<file path="src/rtl/cst_pkg.sv">
// Shared types and constants for the client/server time sync block.
// No dependencies; used by cst_core and client_server_time_sync.
package cst_pkg;

  localparam int unsigned TimeW = 31;
  localparam int unsigned OffW  = 32;
  localparam int unsigned ThrW  = 12;
  localparam int unsigned NudgeW = 6;
  localparam int unsigned CfgIdxW = 3;
  localparam int unsigned CfgDataW = 12;

  localparam logic [ThrW-1:0] ResetThrDefault = 12'd500;
  localparam logic [ThrW-1:0] FastThrDefault  = 12'd100;
  localparam logic signed [NudgeW-1:0] NudgeMin = -6'sd30;
  localparam logic signed [NudgeW-1:0] NudgeMax = 6'sd30;
  localparam logic [TimeW-1:0] ExtrapWindow = 31'd5;

  typedef enum logic [CfgIdxW-1:0] {
    REG_RESET_THR = 3'd0,
    REG_FAST_THR  = 3'd1,
    REG_NUDGE     = 3'd2,
    REG_DRIFT_EN  = 3'd3,
    REG_HOLD      = 3'd4,
    REG_PAUSE     = 3'd5
  } cfg_reg_e;

  typedef enum logic [2:0] {
    ADJ_NONE  = 3'd0,
    ADJ_RESET = 3'd1,
    ADJ_FAST  = 3'd2,
    ADJ_SLOW  = 3'd3,
    ADJ_LOCK  = 3'd4
  } adjust_kind_e;

  typedef struct packed {
    logic [ThrW-1:0]          reset_threshold;
    logic [ThrW-1:0]          fast_threshold;
    logic signed [NudgeW-1:0] time_nudge;
    logic                     drift_enable;
    logic                     hold_offset;
    logic                     pause;
  } cfg_t;

  typedef struct packed {
    logic                     synced;
    logic signed [OffW-1:0]   time_offset;
    logic [TimeW-1:0]         last_output_time;
    logic [TimeW-1:0]         last_snap_time;
    logic                     extrap;
  } state_t;

  typedef struct packed {
    logic [TimeW-1:0] local_time;
    logic [TimeW-1:0] snap_time;
    logic             new_snap;
    logic             snap_active;
  } item_t;

  typedef struct packed {
    logic [TimeW-1:0] server_time;
    logic             synced;
    adjust_kind_e     adjust_kind;
    logic             time_error;
    logic             extrapolating;
  } result_t;

endpackage

</file>
<file path="src/rtl/cst_core.sv">
// One-tick update of the time sync state: lock, frame time, offset adjust.
// Purely combinational; depends on cst_pkg.
module cst_core import cst_pkg::*; (
  input  cfg_t    cfg_i,
  input  state_t  state_i,
  input  item_t   item_i,
  output state_t  state_o,
  output result_t result_o
);

  localparam logic signed [OffW:0] OffMax33 = 33'sh0_7FFF_FFFF;
  localparam logic signed [OffW:0] OffMin33 = -33'sh0_8000_0000;

  logic                    lock;
  logic                    fresh;
  logic                    synced_n;
  logic signed [OffW-1:0]  new_off;
  logic signed [OffW-1:0]  off_e;
  logic [TimeW-1:0]        lout_e;
  logic signed [OffW+1:0]  sum;
  logic signed [OffW+1:0]  st;
  logic [TimeW-1:0]        st_c;
  logic signed [OffW+1:0]  dd;
  logic [OffW+1:0]         dd_abs;
  logic signed [OffW:0]    avg;
  logic signed [OffW:0]    drift;
  logic                    ext_n;

  always_comb begin
    lock    = !state_i.synced && item_i.new_snap && item_i.snap_active;
    fresh   = state_i.synced && item_i.new_snap;
    synced_n = state_i.synced | lock;
    new_off = OffW'(signed'({1'b0, item_i.snap_time})) - OffW'(signed'({1'b0, item_i.local_time}));
    off_e   = lock ? new_off : state_i.time_offset;
    lout_e  = lock ? item_i.snap_time : state_i.last_output_time;

    sum = signed'({3'b000, item_i.local_time}) + (OffW+2)'(off_e);
    st  = sum - (OffW+2)'(cfg_i.time_nudge);
    if (st < 0) begin
      st_c = '0;
    end else if (st > signed'({3'b000, {TimeW{1'b1}}})) begin
      st_c = {TimeW{1'b1}};
    end else begin
      st_c = st[TimeW-1:0];
    end
    if (st_c < lout_e) st_c = lout_e;

    // extrapolating once local + offset reaches within the window of the snapshot
    ext_n = state_i.extrap |
            (sum >= signed'({3'b000, item_i.snap_time}) - signed'((OffW+2)'(ExtrapWindow)));

    dd     = (OffW+2)'(new_off) - (OffW+2)'(off_e);
    dd_abs = dd[OffW+1] ? unsigned'(-dd) : unsigned'(dd);
    avg    = ((OffW+1)'(off_e) + (OffW+1)'(new_off)) >>> 1;
    drift  = ext_n ? (OffW+1)'(off_e) - (OffW+1)'(2) : (OffW+1)'(off_e) + (OffW+1)'(1);
    if (drift > OffMax33) drift = OffMax33;
    if (drift < OffMin33) drift = OffMin33;

    state_o = state_i;
    state_o.synced = synced_n;
    state_o.time_offset = off_e;
    state_o.last_output_time = lout_e;
    result_o.server_time   = lout_e;
    result_o.synced        = synced_n;
    result_o.adjust_kind   = lock ? ADJ_LOCK : ADJ_NONE;
    result_o.time_error    = 1'b0;
    result_o.extrapolating = state_i.extrap;

    if (synced_n && !cfg_i.pause) begin
      result_o.time_error = item_i.snap_time < state_i.last_snap_time;
      state_o.last_snap_time = item_i.snap_time;
      state_o.last_output_time = st_c;
      result_o.server_time = st_c;
      state_o.extrap = ext_n;
      if (fresh && !cfg_i.hold_offset) begin
        if (dd_abs > (OffW+2)'(cfg_i.reset_threshold)) begin
          state_o.time_offset = new_off;
          state_o.last_output_time = item_i.snap_time;
          result_o.server_time = item_i.snap_time;
          result_o.adjust_kind = ADJ_RESET;
        end else if (dd_abs > (OffW+2)'(cfg_i.fast_threshold)) begin
          state_o.time_offset = avg[OffW-1:0];
          result_o.adjust_kind = ADJ_FAST;
        end else if (cfg_i.drift_enable) begin
          state_o.extrap = 1'b0;
          state_o.time_offset = drift[OffW-1:0];
          result_o.adjust_kind = ADJ_SLOW;
        end
      end
      result_o.extrapolating = state_o.extrap;
    end
  end

endmodule

</file>
<file path="src/rtl/client_server_time_sync.sv">
// Top level of the client/server time sync block: stream ports, config registers.
// Depends on cst_pkg and cst_core.

// One beat in per frame tick, one result beat out. A beat lands in an input
// register, and the whole update (lock, frame time, offset adjust) runs
// combinationally as it moves into the output register, so the block takes one
// beat per cycle while the output is not stalled by m_axis_tready. The input
// register refills in the same cycle the output register is drained.
// Configuration writes take effect at the next clock edge; write only while
// no beat is in flight.
module client_server_time_sync import cst_pkg::*; (
  input  logic                clk_i,
  input  logic                rst_ni,
  input  logic                s_axis_tvalid,
  output logic                s_axis_tready,
  input  logic [63:0]         s_axis_tdata,  // local_time[30:0], snap_time[61:31], zero pad
  input  logic [1:0]          s_axis_tuser,  // new_snap[0], snap_active[1]
  output logic                m_axis_tvalid,
  input  logic                m_axis_tready,
  output logic [31:0]         m_axis_tdata,  // server_time[30:0], zero pad
  output logic [5:0]          m_axis_tuser,  // synced[0], adjust_kind[3:1],
                                             // time_error[4], extrapolating[5]
  input  logic                cfg_we_i,
  input  logic [CfgIdxW-1:0]  cfg_idx_i,
  input  logic [CfgDataW-1:0] cfg_data_i
);

  cfg_t    cfg_q;
  state_t  state_q, state_d;
  item_t   in_q;
  logic    in_valid_q;
  result_t res_q, res_d;
  logic    out_valid_q;
  logic    adv;
  logic signed [NudgeW-1:0] nudge_w;

  assign adv           = in_valid_q && (!out_valid_q || m_axis_tready);
  assign s_axis_tready = !in_valid_q || adv;

  cst_core u_core (
    .cfg_i    (cfg_q),
    .state_i  (state_q),
    .item_i   (in_q),
    .state_o  (state_d),
    .result_o (res_d)
  );

  always_comb begin
    nudge_w = signed'(cfg_data_i[NudgeW-1:0]);
    if (nudge_w < NudgeMin) nudge_w = NudgeMin;
    if (nudge_w > NudgeMax) nudge_w = NudgeMax;
  end

  always_ff @(posedge clk_i or negedge rst_ni) begin
    if (!rst_ni) begin
      cfg_q.reset_threshold <= ResetThrDefault;
      cfg_q.fast_threshold  <= FastThrDefault;
      cfg_q.time_nudge      <= '0;
      cfg_q.drift_enable    <= 1'b1;
      cfg_q.hold_offset     <= 1'b0;
      cfg_q.pause           <= 1'b0;
    end else if (cfg_we_i) begin
      case (cfg_idx_i)
        REG_RESET_THR: cfg_q.reset_threshold <= cfg_data_i[ThrW-1:0];
        REG_FAST_THR:  cfg_q.fast_threshold  <= cfg_data_i[ThrW-1:0];
        REG_NUDGE:     cfg_q.time_nudge      <= nudge_w;
        REG_DRIFT_EN:  cfg_q.drift_enable    <= cfg_data_i[0];
        REG_HOLD:      cfg_q.hold_offset     <= cfg_data_i[0];
        REG_PAUSE:     cfg_q.pause           <= cfg_data_i[0];
        default: ;
      endcase
    end
  end

  always_ff @(posedge clk_i or negedge rst_ni) begin
    if (!rst_ni) begin
      state_q     <= '0;
      in_valid_q  <= 1'b0;
      out_valid_q <= 1'b0;
    end else begin
      if (adv) state_q <= state_d;
      if (s_axis_tready) in_valid_q <= s_axis_tvalid;
      if (adv) begin
        out_valid_q <= 1'b1;
      end else if (m_axis_tready) begin
        out_valid_q <= 1'b0;
      end
    end
  end

  always_ff @(posedge clk_i) begin
    if (s_axis_tready && s_axis_tvalid) begin
      in_q.local_time  <= s_axis_tdata[TimeW-1:0];
      in_q.snap_time   <= s_axis_tdata[2*TimeW-1:TimeW];
      in_q.new_snap    <= s_axis_tuser[0];
      in_q.snap_active <= s_axis_tuser[1];
    end
    if (adv) res_q <= res_d;
  end

  assign m_axis_tvalid = out_valid_q;
  assign m_axis_tdata  = {1'b0, res_q.server_time};
  assign m_axis_tuser  = {res_q.extrapolating, res_q.time_error,
                          res_q.adjust_kind, res_q.synced};

endmodule
</file>
<file path="config.mk">
export PLATFORM = sky130hd
export DESIGN_NAME = client_server_time_sync
export DESIGN_NICKNAME = d
export VERILOG_FILES = /design/src/rtl/cst_pkg.sv /design/src/rtl/cst_core.sv /design/src/rtl/client_server_time_sync.sv
export SDC_FILE = /design/constraint.sdc
export NUM_CORES = 1
export LEC_CHECK = 0
export BUFFER_PORTS_ARGS = -buffer_cell sky130_fd_sc_hd__buf_2
export CAP_MARGIN = 20
export CORE_MARGIN = 2
export CORE_UTILIZATION = 60
export CTS_BUF_LIST = sky130_fd_sc_hd__clkbuf_16
export DETAILED_ROUTE_END_ITERATION = 10
export HOLD_SLACK_MARGIN = 0.06
export PLACE_DENSITY = 0.78
export SLEW_MARGIN = 20
export SYNTH_ARGS = -nofsm -noshare
export SYNTH_HDL_FRONTEND = slang
export SYNTH_SLANG_ARGS = --single-unit
export TNS_END_PERCENT = 5
</file>
<file path="constraint.sdc">
create_clock -name clk_i -period 11.75 [get_ports clk_i]
set_input_delay 1.175 -clock clk_i [delete_from_list [all_inputs] [get_ports clk_i]]
set_output_delay 1.175 -clock clk_i [all_outputs]
set_load 0.01 [all_outputs]
</file>
== Word-level counts from Yosys, hierarchy flattened ==
Cells that the tools add are included.

* Flip-flop bits (word level): 232
* Input bits: 86
* Output and inout port bits: 40
* Logic and storage cells: 103

* Add/subtract/negate cells: 9
* Order comparisons: 11
* Eq/ne operators: 5
* Multiplexer cells: 31
* Bitwise logic cells: 2
* Reductions and logical operators: 23

{| class="wikitable"
|+ Operator list
! kind !! count
|-
| 31-bit 2-to-1 mux || 7
|-
| 32-bit 2-to-1 mux || 5
|-
| 95-bit 2-to-1 mux || 1
|-
| 34-bit by 12-bit > comparator with 1-bit output || 2
|-
| 32-bit by 32-bit adder with 33-bit output || 2
|-
| 33-bit 2-to-1 mux || 2
|-
| 63-bit 2-to-1 mux || 1
|-
| 31-bit less-than comparator || 2
|-
| 34-bit by 32-bit > comparator with 1-bit output, second input constant || 1
|-
| 34-bit by 1-bit less-than comparator with 1-bit output, second input constant || 1
|-
| 34-bit 2-to-1 mux || 1
|-
| 34-bit negator || 1
|-
| 33-bit by 6-bit subtractor with 34-bit output || 1
|-
| 32-bit by 2-bit adder with 33-bit output, second input constant || 1
|-
| 33-bit by 32-bit greater-or-equal comparator with 1-bit output || 1
|-
| 33-bit by 32-bit > comparator with 1-bit output, second input constant || 1
|-
| 33-bit by 32-bit less-than comparator with 1-bit output, second input constant || 1
|-
| 32-bit by 3-bit subtractor with 33-bit output, second input constant || 1
|-
| 32-bit by 32-bit subtractor with 33-bit output || 1
|-
| 31-bit by 3-bit subtractor with 32-bit output, second input constant || 1
|-
| 31-bit by 31-bit subtractor with 32-bit output || 1
|-
| 3-bit 2-to-1 mux || 5
|-
| 2-bit AND reduction || 7
|-
| 6-bit 2-to-1 mux || 2
|-
| 13 further kinds || 32
|}

== Longest topological paths before layout ==
Gate-level depths: netlist of the first run.

* Depth after elaboration: 17
* Depth in mapped cells: 55
* Gate-level depth less buffers: 51

== Hierarchy ==
A second synthesis of the first run with hierarchy kept.

* Cell total of the unflattened synthesis: 3087
* Area total of the unflattened synthesis: 25893.6 µm²

{| class="wikitable"
|+ By module, submodules not included
! module !! times used !! cells an instance !! area each (µm²) !! seq. area each (µm²)
|-
| cst_core || 1 || 2682 || 17794.6 || 0.0
|-
| client_server_time_sync || 1 || 405 || 8099.0 || 6323.6
|}

== Worst setup path before layout of the first run ==
OpenSTA, ideal clock, no wires.

* Path kind: register -> register
* From: reg in_q[3] in the netlist's numbering
* To: reg state_q[58] in the netlist's numbering
* Setup time: 103 ps
* Data arrival time: 9887 ps
* Data required time: 11647 ps
* Setup slack: 1760 ps
* Cell stages (with the launch flop): 49
* Buffers on the path: 5
* Clock period less this slack: 9990 ps
* Cells stage by stage: edfxtp_1 -> ha_1 -> nor2b_1 -> o21ai_0 -> or3b_2 -> a31oi_1 -> inv_1 -> ha_1 -> inv_1 -> o21bai_1 -> a21oi_1 -> o21bai_1 -> a21oi_1 -> o21ai_0 -> a21bo_2 -> a2111oi_0 -> o41ai_1 -> a31oi_1 -> [... 13 more ...] -> buf_1 -> clkbuf_1 -> a31oi_1 -> ha_1 -> a21o_1 -> a21o_1 -> a21oi_1 -> nor2_1 -> a211oi_1 -> nor2_1 -> nor4_1 -> o21ai_0 -> a21oi_1 -> clkbuf_1 -> clkbuf_1 -> nor2_1 -> o21a_1 -> a221oi_2

* Cells in the longest elaborated chain, start to end: 12

{| class="wikitable"
|+ Ends and longest elaborated chain
! what !! RTL line !! text
|-
| from (decl) || client_server_time_sync.sv:30 || <nowiki>item_t in_q;</nowiki>
|-
| 31-bit by 31-bit subtractor with 32-bit output || cst_core.sv:33 || <nowiki>new_off = OffW'(signed'({1'b0, item_i.snap_time})) - OffW'(signed'({1'b0, item_i.local_time}));</nowiki>
|-
| 32-bit 2-to-1 mux || cst_core.sv:34 || <nowiki>off_e = lock ? new_off : state_i.time_offset;</nowiki>
|-
| 32-bit by 32-bit adder with 33-bit output || cst_core.sv:37 || <nowiki>sum = signed'({3'b000, item_i.local_time}) + (OffW+2)'(off_e);</nowiki>
|-
| 33-bit by 6-bit subtractor with 34-bit output || cst_core.sv:38 || <nowiki>st = sum - (OffW+2)'(cfg_i.time_nudge);</nowiki>
|-
| 34-bit by 32-bit > comparator with 1-bit output || cst_core.sv:41 || <nowiki>end else if (st > signed'({3'b000, {TimeW{1'b1}}})) begin</nowiki>
|-
| 31-bit 2-to-1 mux || cst_core.sv:41 ||
|-
| 31-bit 2-to-1 mux || cst_core.sv:39 || <nowiki>if (st < 0) begin</nowiki>
|-
| 31-bit less-than comparator || cst_core.sv:46 || <nowiki>if (st_c < lout_e) st_c = lout_e;</nowiki>
|-
| 31-bit 2-to-1 mux || cst_core.sv:46 ||
|-
| 31-bit 2-to-1 mux || cst_core.sv:76 || <nowiki>if (dd_abs > (OffW+2)'(cfg_i.reset_threshold)) begin</nowiki>
|-
| 63-bit 2-to-1 mux (*) || cst_core.sv:75 || <nowiki>if (fresh && !cfg_i.hold_offset) begin</nowiki>
|-
| 95-bit 2-to-1 mux (*) || cst_core.sv:69 || <nowiki>if (synced_n && !cfg_i.pause) begin</nowiki>
|-
| to (signal assigned) || client_server_time_sync.sv:81 || <nowiki>if (adv) state_q <= state_d;</nowiki>
|-
| to (decl) || client_server_time_sync.sv:29 || <nowiki>state_t state_q, state_d;</nowiki>
|}

Mark *: on every way between the ends. The rest lies on a longest branch, timed or not.
A chain may end at the register's enable or synchronous reset.

== Final worst setup path of the first run ==
* From: reg in_q[2] in the netlist's numbering
* To: reg state_q[71] in the netlist's numbering

* Cells in the longest elaborated chain, start to end: 15

{| class="wikitable"
|+ Ends and longest elaborated chain
! what !! RTL line !! text
|-
| 31-bit by 31-bit subtractor with 32-bit output || cst_core.sv:33 ||
|-
| 32-bit 2-to-1 mux || cst_core.sv:34 ||
|-
| 32-bit by 32-bit adder with 33-bit output || cst_core.sv:37 ||
|-
| 33-bit by 32-bit greater-or-equal comparator with 1-bit output || cst_core.sv:50 || <nowiki>(sum >= signed'({3'b000, item_i.snap_time}) - signed'((OffW+2)'(ExtrapWindow)));</nowiki>
|-
| 1-bit bitwise OR || cst_core.sv:49 || <nowiki>ext_n = state_i.extrap |</nowiki>
|-
| 33-bit 2-to-1 mux || cst_core.sv:55 || <nowiki>drift = ext_n ? (OffW+1)'(off_e) - (OffW+1)'(2) : (OffW+1)'(off_e) + (OffW+1)'(1);</nowiki>
|-
| 33-bit by 32-bit > comparator with 1-bit output || cst_core.sv:56 || <nowiki>if (drift > OffMax33) drift = OffMax33;</nowiki>
|-
| 33-bit 2-to-1 mux || cst_core.sv:56 ||
|-
| 33-bit by 32-bit less-than comparator with 1-bit output || cst_core.sv:57 || <nowiki>if (drift < OffMin33) drift = OffMin33;</nowiki>
|-
| 32-bit 2-to-1 mux || cst_core.sv:57 ||
|-
| 32-bit 2-to-1 mux || cst_core.sv:84 || <nowiki>end else if (cfg_i.drift_enable) begin</nowiki>
|-
| 32-bit 2-to-1 mux || cst_core.sv:81 || <nowiki>end else if (dd_abs > (OffW+2)'(cfg_i.fast_threshold)) begin</nowiki>
|-
| 32-bit 2-to-1 mux || cst_core.sv:76 ||
|-
| 63-bit 2-to-1 mux || cst_core.sv:75 ||
|-
| 95-bit 2-to-1 mux (*) || cst_core.sv:69 ||
|}

Marks and branches as above.

==> results.py, run 1 <==
metrics = {
    "status": {
        "outcome": "completed",
    },
    "cts": {
        "ctsLongestPathBuffers": 3,
        "clock-sinks": 232,
        "numCtsBuffers": 25,
        "post_cts_buffers": 0,
        "htree_num_levels": 1,
        "path_clk_slew_ns": 0.07,
        "cts_root_buffer": "clkbuf_16",
        "hold_buffers": 0,
        "tritoncts": "yes",
        "clk_latency_ns": 0.58,
    },
    "timing": {
        "setup_viol": 0,
        "finalHoldViolations": 0,
        "skew_ns": 0.0242,
        "fmax_ghz": 0.0904,
        "tns_ns": 0,
        "timing.slew.headroom_pct": 21.8,
        "rsz0062_at_grt": "no",
        "final.period_utilization_pct": 94.1,
        "maxSlewViolCount": 0,
        "fin_crit_ns": 11.06,
        "worst_pin_slew_ns": 1.14,
    },
    "finish": {
        "multiInputGateArea_um2": 18400,
        "area_growth_pct": 7.38,
        "fillers": 3697,
        "antennaDiodeCount": 0,
        "layout-drive-gt1-share_pct": 11.9,
        "register_area_um2": 6320,
        "fin_area_um2": 28000,
        "final_nets": 3577,
    },
    "critical_path": {
        "r2r.worst_path.cells": 39,
        "cp-start-kind": "flop",
        "critPathMaxFanout": 25,
        "cpMaxStageDelayCell": "nor3_1",
        "crit_type": "flop to flop",
        "end_kind": "flop",
        "cp_common_cell": "nand2_1",
        "arrival_ns": 11.50,
        "required_ns": 12.19,
        "slowest_delay_ns": 0.59,
    },
    "die": {
        "floorplan.core_area_um2": 43000,
        "io_pins": 126,
        "die_h_um": 213,
        "num_rows": 76,
        "dieArea_um2": 45200,
        "start_util_pct": 60.7,
        "fp.dieW_um": 213,
    },
    "grt": {
        "grt_usage_pct": 34.4,
        "antenna_found_initial": 2,
        "grt_remaining_overflow": 0,
        "grt_pass1_wl_um": 124000,
        "grt_max_degree": 74,
        "grt_pass1_vias": 23500,
    },
    "yosys": {
        "synth-seq-cells": 232,
        "ys_top_cells_by_area": "ha_1 (14%), edfxtp_1 (12%), dfrtp_1 (12%)",
        "synth_edf_count": 101,
        "netlist.top_cell.by_area": "ha_1",
        "yosys.cell_types.count": 121,
        "async_reset_ff_share_pct": 56.5,
        "yosysWarnings": 0,
        "postSynthCellCount": 3167,
        "ys.flop_type": "dfrtp_1",
        "syn_avg_cell_area_um2": 8.24,
        "synth_fp_nets": 3540,
        "ys_seq_area_share_pct": 24.2,
        "synth_top_area_share_pct": 13.5,
        "netlist_area_um2": 26100,
    },
    "placement": {
        "dp_hpwl_um": 61500,
        "place_area_um2": 27100,
        "portBuffers": 122,
        "finalWeightedCongestion": 0.980,
    },
    "worst_hold_path": {
        "hp-class": "flop to flop",
        "min_path_cells": 2,
    },
    "drt": {
        "viasPerCell": 6.55,
        "via_count": 24900,
        "wl_per_cell_um": 20.8,
        "dr.pass1.iters": 10,
        "drt-initial-drc-count": 2767,
        "ant_nets": 0,
        "totalWireLength_um": 79300,
        "drc": 0,
    },
    "job": {
        "maxCapViolations": 0,
    },
}
==> sequential cells by signal (all words and copies together), names as in the netlist <==
signal	count
in_q	64
in_valid_q	1
m_axis_tdata	31
m_axis_tvalid	1
m_axis_tuser	6
state_q	96
cfg_q	33
==> cell families after synthesis <==
group	count (synthesis)	synth area share, %
flip-flops	232	24.2
AND/OR/NAND/NOR	1037	20.1
multiplexers	94	3.82
AO/OA/AOI/OAI	971	26.1
other	1	0.0144
buffers and inverters	357	5.47
adder cells (fa/ha/maj)	287	13.9
XOR/XNOR	188	6.34
==> cell usage in the layout, fill, tap and decap left out, types with 37 or more instances in the layout <==
master	count
a21o_1	91
a21oi_1	237
a31oi_1	62
and2_1	49
buf_2	121
buf_4	37
dfrtp_1	121
edfxtp_1	101
ha_1	282
inv_1	194
mux2i_1	57
nand2_1	261
nand3_1	60
nand4_1	47
nor2_1	279
nor2b_1	38
nor3_1	75
o21a_1	40
o21ai_0	149
xnor2_1	142
xor2_1	45
==> metrics by stage <==
step | utilization (%) | instances | worst slack [ns] | hold WS [ns]
after floorplan | - | 3167 | 1.76 | 0.450
after global placement | 63.1 | 3762 | 0.999 | 0.474
after detailed placement | 63.1 | 3762 | 0.796 | 0.477
after CTS | 65.1 | 3808 | 0.713 | 0.492
after global routing | 65.2 | 3808 | 0.0808 | 0.518
final | 65.2 | 3808 | 0.690 | 0.502
==> critical path, delay by kind of cell (launching register included) <==
family / cells / cell delay (ns)
multiplexers: 2 / 0.99
AND/OR/NAND/NOR: 17 / 4.13
AO/OA/AOI/OAI: 13 / 3.43
adder cells (fa/ha/maj): 4 / 1.36
flip-flops: 1 / 0.43
buffers and inverters: 3 / 0.52
==> Yosys cell counts (13+ instances only) <==
library cell,instances
dfrtp_1,121
and2_1,51
a221oi_2,26
or3_1,27
nor2b_1,38
buf_2,32
o21a_1,41
nor4_1,26
a221oi_1,13
mux2i_1,58
clkbuf_1,98
nand2_1,261
o21ai_1,28
a31oi_1,64
a21o_1,91
o211ai_1,24
and3_1,32
o21bai_1,24
nand4_1,47
nand3_1,60
a2111oi_0,16
nor2_1,281
xnor2_1,142
inv_1,191
a22oi_1,22
a21oi_1,238
nand2b_1,36
o21ai_0,150
a211o_1,14
edfxtp_1,101
xor2_1,45
nor3_1,75
o31ai_1,27
a211oi_1,25
or2_2,18
a21oi_2,13
mux2_2,25
ha_1,282
==> path summary, 6_finish.rpt <==
check | startpoint | end | slack [ns]
setup reg to reg | in_q[2]$_DFFE_PP_ | state_q[71]$_DFFE_PN0P_ | 0.69
hold reg to reg | state_q[1]$_DFFE_PN0P_ | state_q[1]$_DFFE_PN0P_ | 0.50
setup / recovery | in_q[2]$_DFFE_PP_ | state_q[71]$_DFFE_PN0P_ | 0.69
max in group asynchronous | rst_ni | state_q[94]$_DFFE_PN0P_ | 9.76
hold / removal | state_q[1]$_DFFE_PN0P_ | state_q[1]$_DFFE_PN0P_ | 0.50
min in group asynchronous | rst_ni | state_q[32]$_DFFE_PN0P_ | 0.57
==> repair_timing <==
action	in CTS	in global routing
gates resized for setup	0	9
setup endpoints to repair	0	65
hold endpoints to repair	0	0
==> per-layer routing <==
layer,GRT usage (%),share of wire [%],up-vias
li1,-,-,11800
met1,47.2,43,11900
met2,55.6,46,1120
met3,5.17,8.3,186
met4,10.9,3.1,2
met5,0,0.013,-
==> final cells by class <==
| cell class | count | area share (%) |
|---|---|---|
| clock buffers | 25 | 2.23 |
| clock inverters | 21 | 0.759 |
| inverters | 206 | 2.77 |
| multi-input cells | 2578 | 65.7 |
| flip-flops and latches | 232 | 22.6 |
| well taps | 585 | 2.61 |
| repair buffers | 161 | 3.34 |
Power of run 1 is not shown: default switching activity piles up to over one toggle a cycle in this logic, so the estimate is an artifact.
==> run 2, diff against run 1 <==
- ABC_AREA: not set -> 1
==> results.py, run 2 <==
metrics = {
    "timing": {
        "setup_viol": 0,
        "fmax_ghz": 0.0939,
        "tns_ns": 0,
        "worst_pin_slew_ns": 1.13,
        "rsz0062_at_grt": "no",
        "maxSlewViolCount": 0,
        "timing.slew.headroom_pct": 23.8,
        "finalHoldViolations": 0,
        "skew_ns": 0.0160,
        "fin_crit_ns": 10.64,
        "final.period_utilization_pct": 90.6,
    },
    "status": {
        "outcome": "finished with violations",
        "violations": "DRC",
    },
    "critical_path": {
        "crit_type": "flop to flop",
        "worst-path-buf-inv": 8,
        "critPathMaxFanout": 47,
        "timing.rr.end": "state_q[46]$_DFFE_PN0P_",
        "crit_family": "simple AND/OR/NAND/NOR gates",
        "critPathLaunch": "in_q[2]$_DFFE_PP_",
        "arrival_ns": 11.09,
        "cp_common_cell": "nand2_1",
        "crit_path_end": "state_q[46]$_DFFE_PN0P_",
        "slowest_delay_ns": 0.58,
        "r2r_start": "in_q[2]$_DFFE_PP_",
        "r2r.worst_path.cells": 58,
        "regToRegSetupSlack_ns": 1.11,
        "cp.depth": 58,
        "required_ns": 12.20,
        "cp-start-kind": "flop",
        "end_kind": "flop",
        "cpMaxStageDelayCell": "o21ai_1",
    },
    "die": {
        "fp.dieW_um": 222,
        "io_pins": 126,
        "dieArea_um2": 49200,
        "floorplan.core_area_um2": 46700,
        "start_util_pct": 61.0,
        "num_rows": 79,
        "die_h_um": 222,
    },
    "finish": {
        "final_nets": 5000,
        "finish.utilization_pct": 65.1,
        "regMostFlops": "state_q",
        "register_area_um2": 6320,
        "area_growth_pct": 6.63,
        "final_common_cell": "nand2_1",
        "layout_common_cells": "nand2_1 (1,559), inv_1 (612), nor2_1 (356), o21ai_0 (285), nand3_1 (284)",
        "largest_reg_flops": 96,
        "antennaDiodeCount": 0,
        "multiInputGateArea_um2": 19100,
        "layout-drive-gt1-share_pct": 6.87,
        "fillers": 4510,
        "largestRegisters": "state_q: 96 flops, in_q: 64 flops, cfg_q: 33 flops",
    },
    "drt": {
        "via_count": 30900,
        "drt-initial-drc-count": 3616,
        "dr.pass1.iters": 10,
        "wl_met2_um": 40000,
        "met1_length_um": 43400,
        "routed-wl-met3_um": 11700,
        "totalWireLength_um": 98800,
        "ant_nets": 0,
        "dr.max_layer_used": "met5",
        "wl_per_cell_um": 18.8,
        "drc": 10,
        "viasPerCell": 5.89,
    },
    "cts": {
        "clk_latency_ns": 0.57,
        "htree_num_levels": 1,
        "tritoncts": "yes",
        "cts_root_buffer": "clkbuf_16",
        "ctsLongestPathBuffers": 3,
        "numCtsBuffers": 25,
        "path_clk_slew_ns": 0.07,
        "clock-sinks": 232,
        "post_cts_buffers": 0,
    },
    "yosys": {
        "netlist.top_cell.by_area": "nand2_1",
        "synth-seq-cells": 232,
        "async_reset_ff_share_pct": 56.5,
        "syn_avg_cell_area_um2": 6.21,
        "yosys.cell_types.count": 67,
        "netlist_area_um2": 28500,
        "synth_fp_nets": 4954,
        "postSynthCellCount": 4581,
        "synth_commonest_cells": "nand2_1 (1,562), inv_1 (613), nor2_1 (357)",
        "synth_edf_count": 101,
        "ys.flop_type": "dfrtp_1",
        "yosysMostFrequentCell": "nand2_1",
        "ys_top_cells_by_area": "nand2_1 (21%), ha_1 (12%), edfxtp_1 (11%)",
        "ys_seq_area_share_pct": 22.2,
        "synth_top_area_share_pct": 20.6,
        "yosysWarnings": 0,
    },
    "placement": {
        "dp_hpwl_um": 77400,
        "finalWeightedCongestion": 1.00,
        "portBuffers": 122,
    },
    "grt": {
        "grt_remaining_overflow": 0,
        "grt_max_degree": 69,
        "grt_usage_pct": 38.8,
        "grt_pass1_wl_um": 152000,
        "antenna_found_initial": 1,
        "grt_pass1_vias": 27500,
    },
    "worst_hold_path": {
        "hp-class": "flop to flop",
    },
    "job": {
        "maxCapViolations": 0,
    },
}
run 2: tightest hold or removal path: cells and delay by family (launching register included):
family           cells  cell delay (ns)
AND/OR/NAND/NOR      2             0.10
flip-flops           1             0.34
run 2: cell families (layout without fill, tap and decap cells):
logic type	count (synthesis)	count (layout)	synth area share, %
AO/OA/AOI/OAI	644	644	12.4
buffers and inverters	769	834	10.6
flip-flops	232	232	22.2
adder cells (fa/ha/maj)	287	287	12.7
AND/OR/NAND/NOR	2481	2481	36.7
other	1	1	0.0132
XOR/XNOR	167	167	5.26
run 2: how the worst min path moves through the flow:
| stage | start | end | slack, ns | depth (start not counted) |
|---|---|---|---|---|
| 2_1_floorplan | state_q[33]$_DFFE_PN0P_ | state_q[33]$_DFFE_PN0P_ | 0.44 | 2 |
| 3_3_place_gp | state_q[60]$_DFFE_PN0P_ | state_q[60]$_DFFE_PN0P_ | 0.46 | 2 |
| 3_5_place_dp | state_q[46]$_DFFE_PN0P_ | state_q[46]$_DFFE_PN0P_ | 0.46 | 2 |
| 4_1_cts | state_q[46]$_DFFE_PN0P_ | state_q[46]$_DFFE_PN0P_ | 0.48 | 2 |
| 5_1_grt | state_q[56]$_DFFE_PN0P_ | state_q[56]$_DFFE_PN0P_ | 0.49 | 2 |
| 6_report | state_q[49]$_DFFE_PN0P_ | state_q[49]$_DFFE_PN0P_ | 0.48 | 2 |
run 2: through the flow:
| step | cells | cell area [µm²] | hold slack, ns | setup WS [ns] |
|---|---|---|---|---|
| after global routing | 5253 | 30400 | 0.488 | 0.130 |
| after detailed placement | 5205 | 29400 | 0.464 | 0.976 |
| after global placement | 5205 | 29400 | 0.456 | 1.18 |
| after CTS | 5251 | 30300 | 0.479 | 0.892 |
| after floorplan | 4581 | 28500 | 0.444 | 3.22 |
| final | 5253 | 30400 | 0.476 | 1.11 |
run 2: repair_timing:
item / CTS / global route
resized for setup: 0 / 4
hold buffers: 0 / 0
setup endpoints to repair: 0 / 62
run 2: final cells by class:
type                    count  area share, %
clock buffers              25           2.06
clock inverters            21          0.783
inverters                 639           7.95
multi-input cells        3580           63.1
flip-flops and latches    232           20.8
well taps                 607           2.50
repair buffers            148           2.78
repair inverters            1         0.0165
run 2: metal layers:
layer,vias to the layer above,global-route usage [%]
met3,229,7.51
met4,2,13.5
li1,14900,-
met5,-,0
met1,14000,56.8
met2,1734,56.7
Power of run 2 is left out for the same reason.
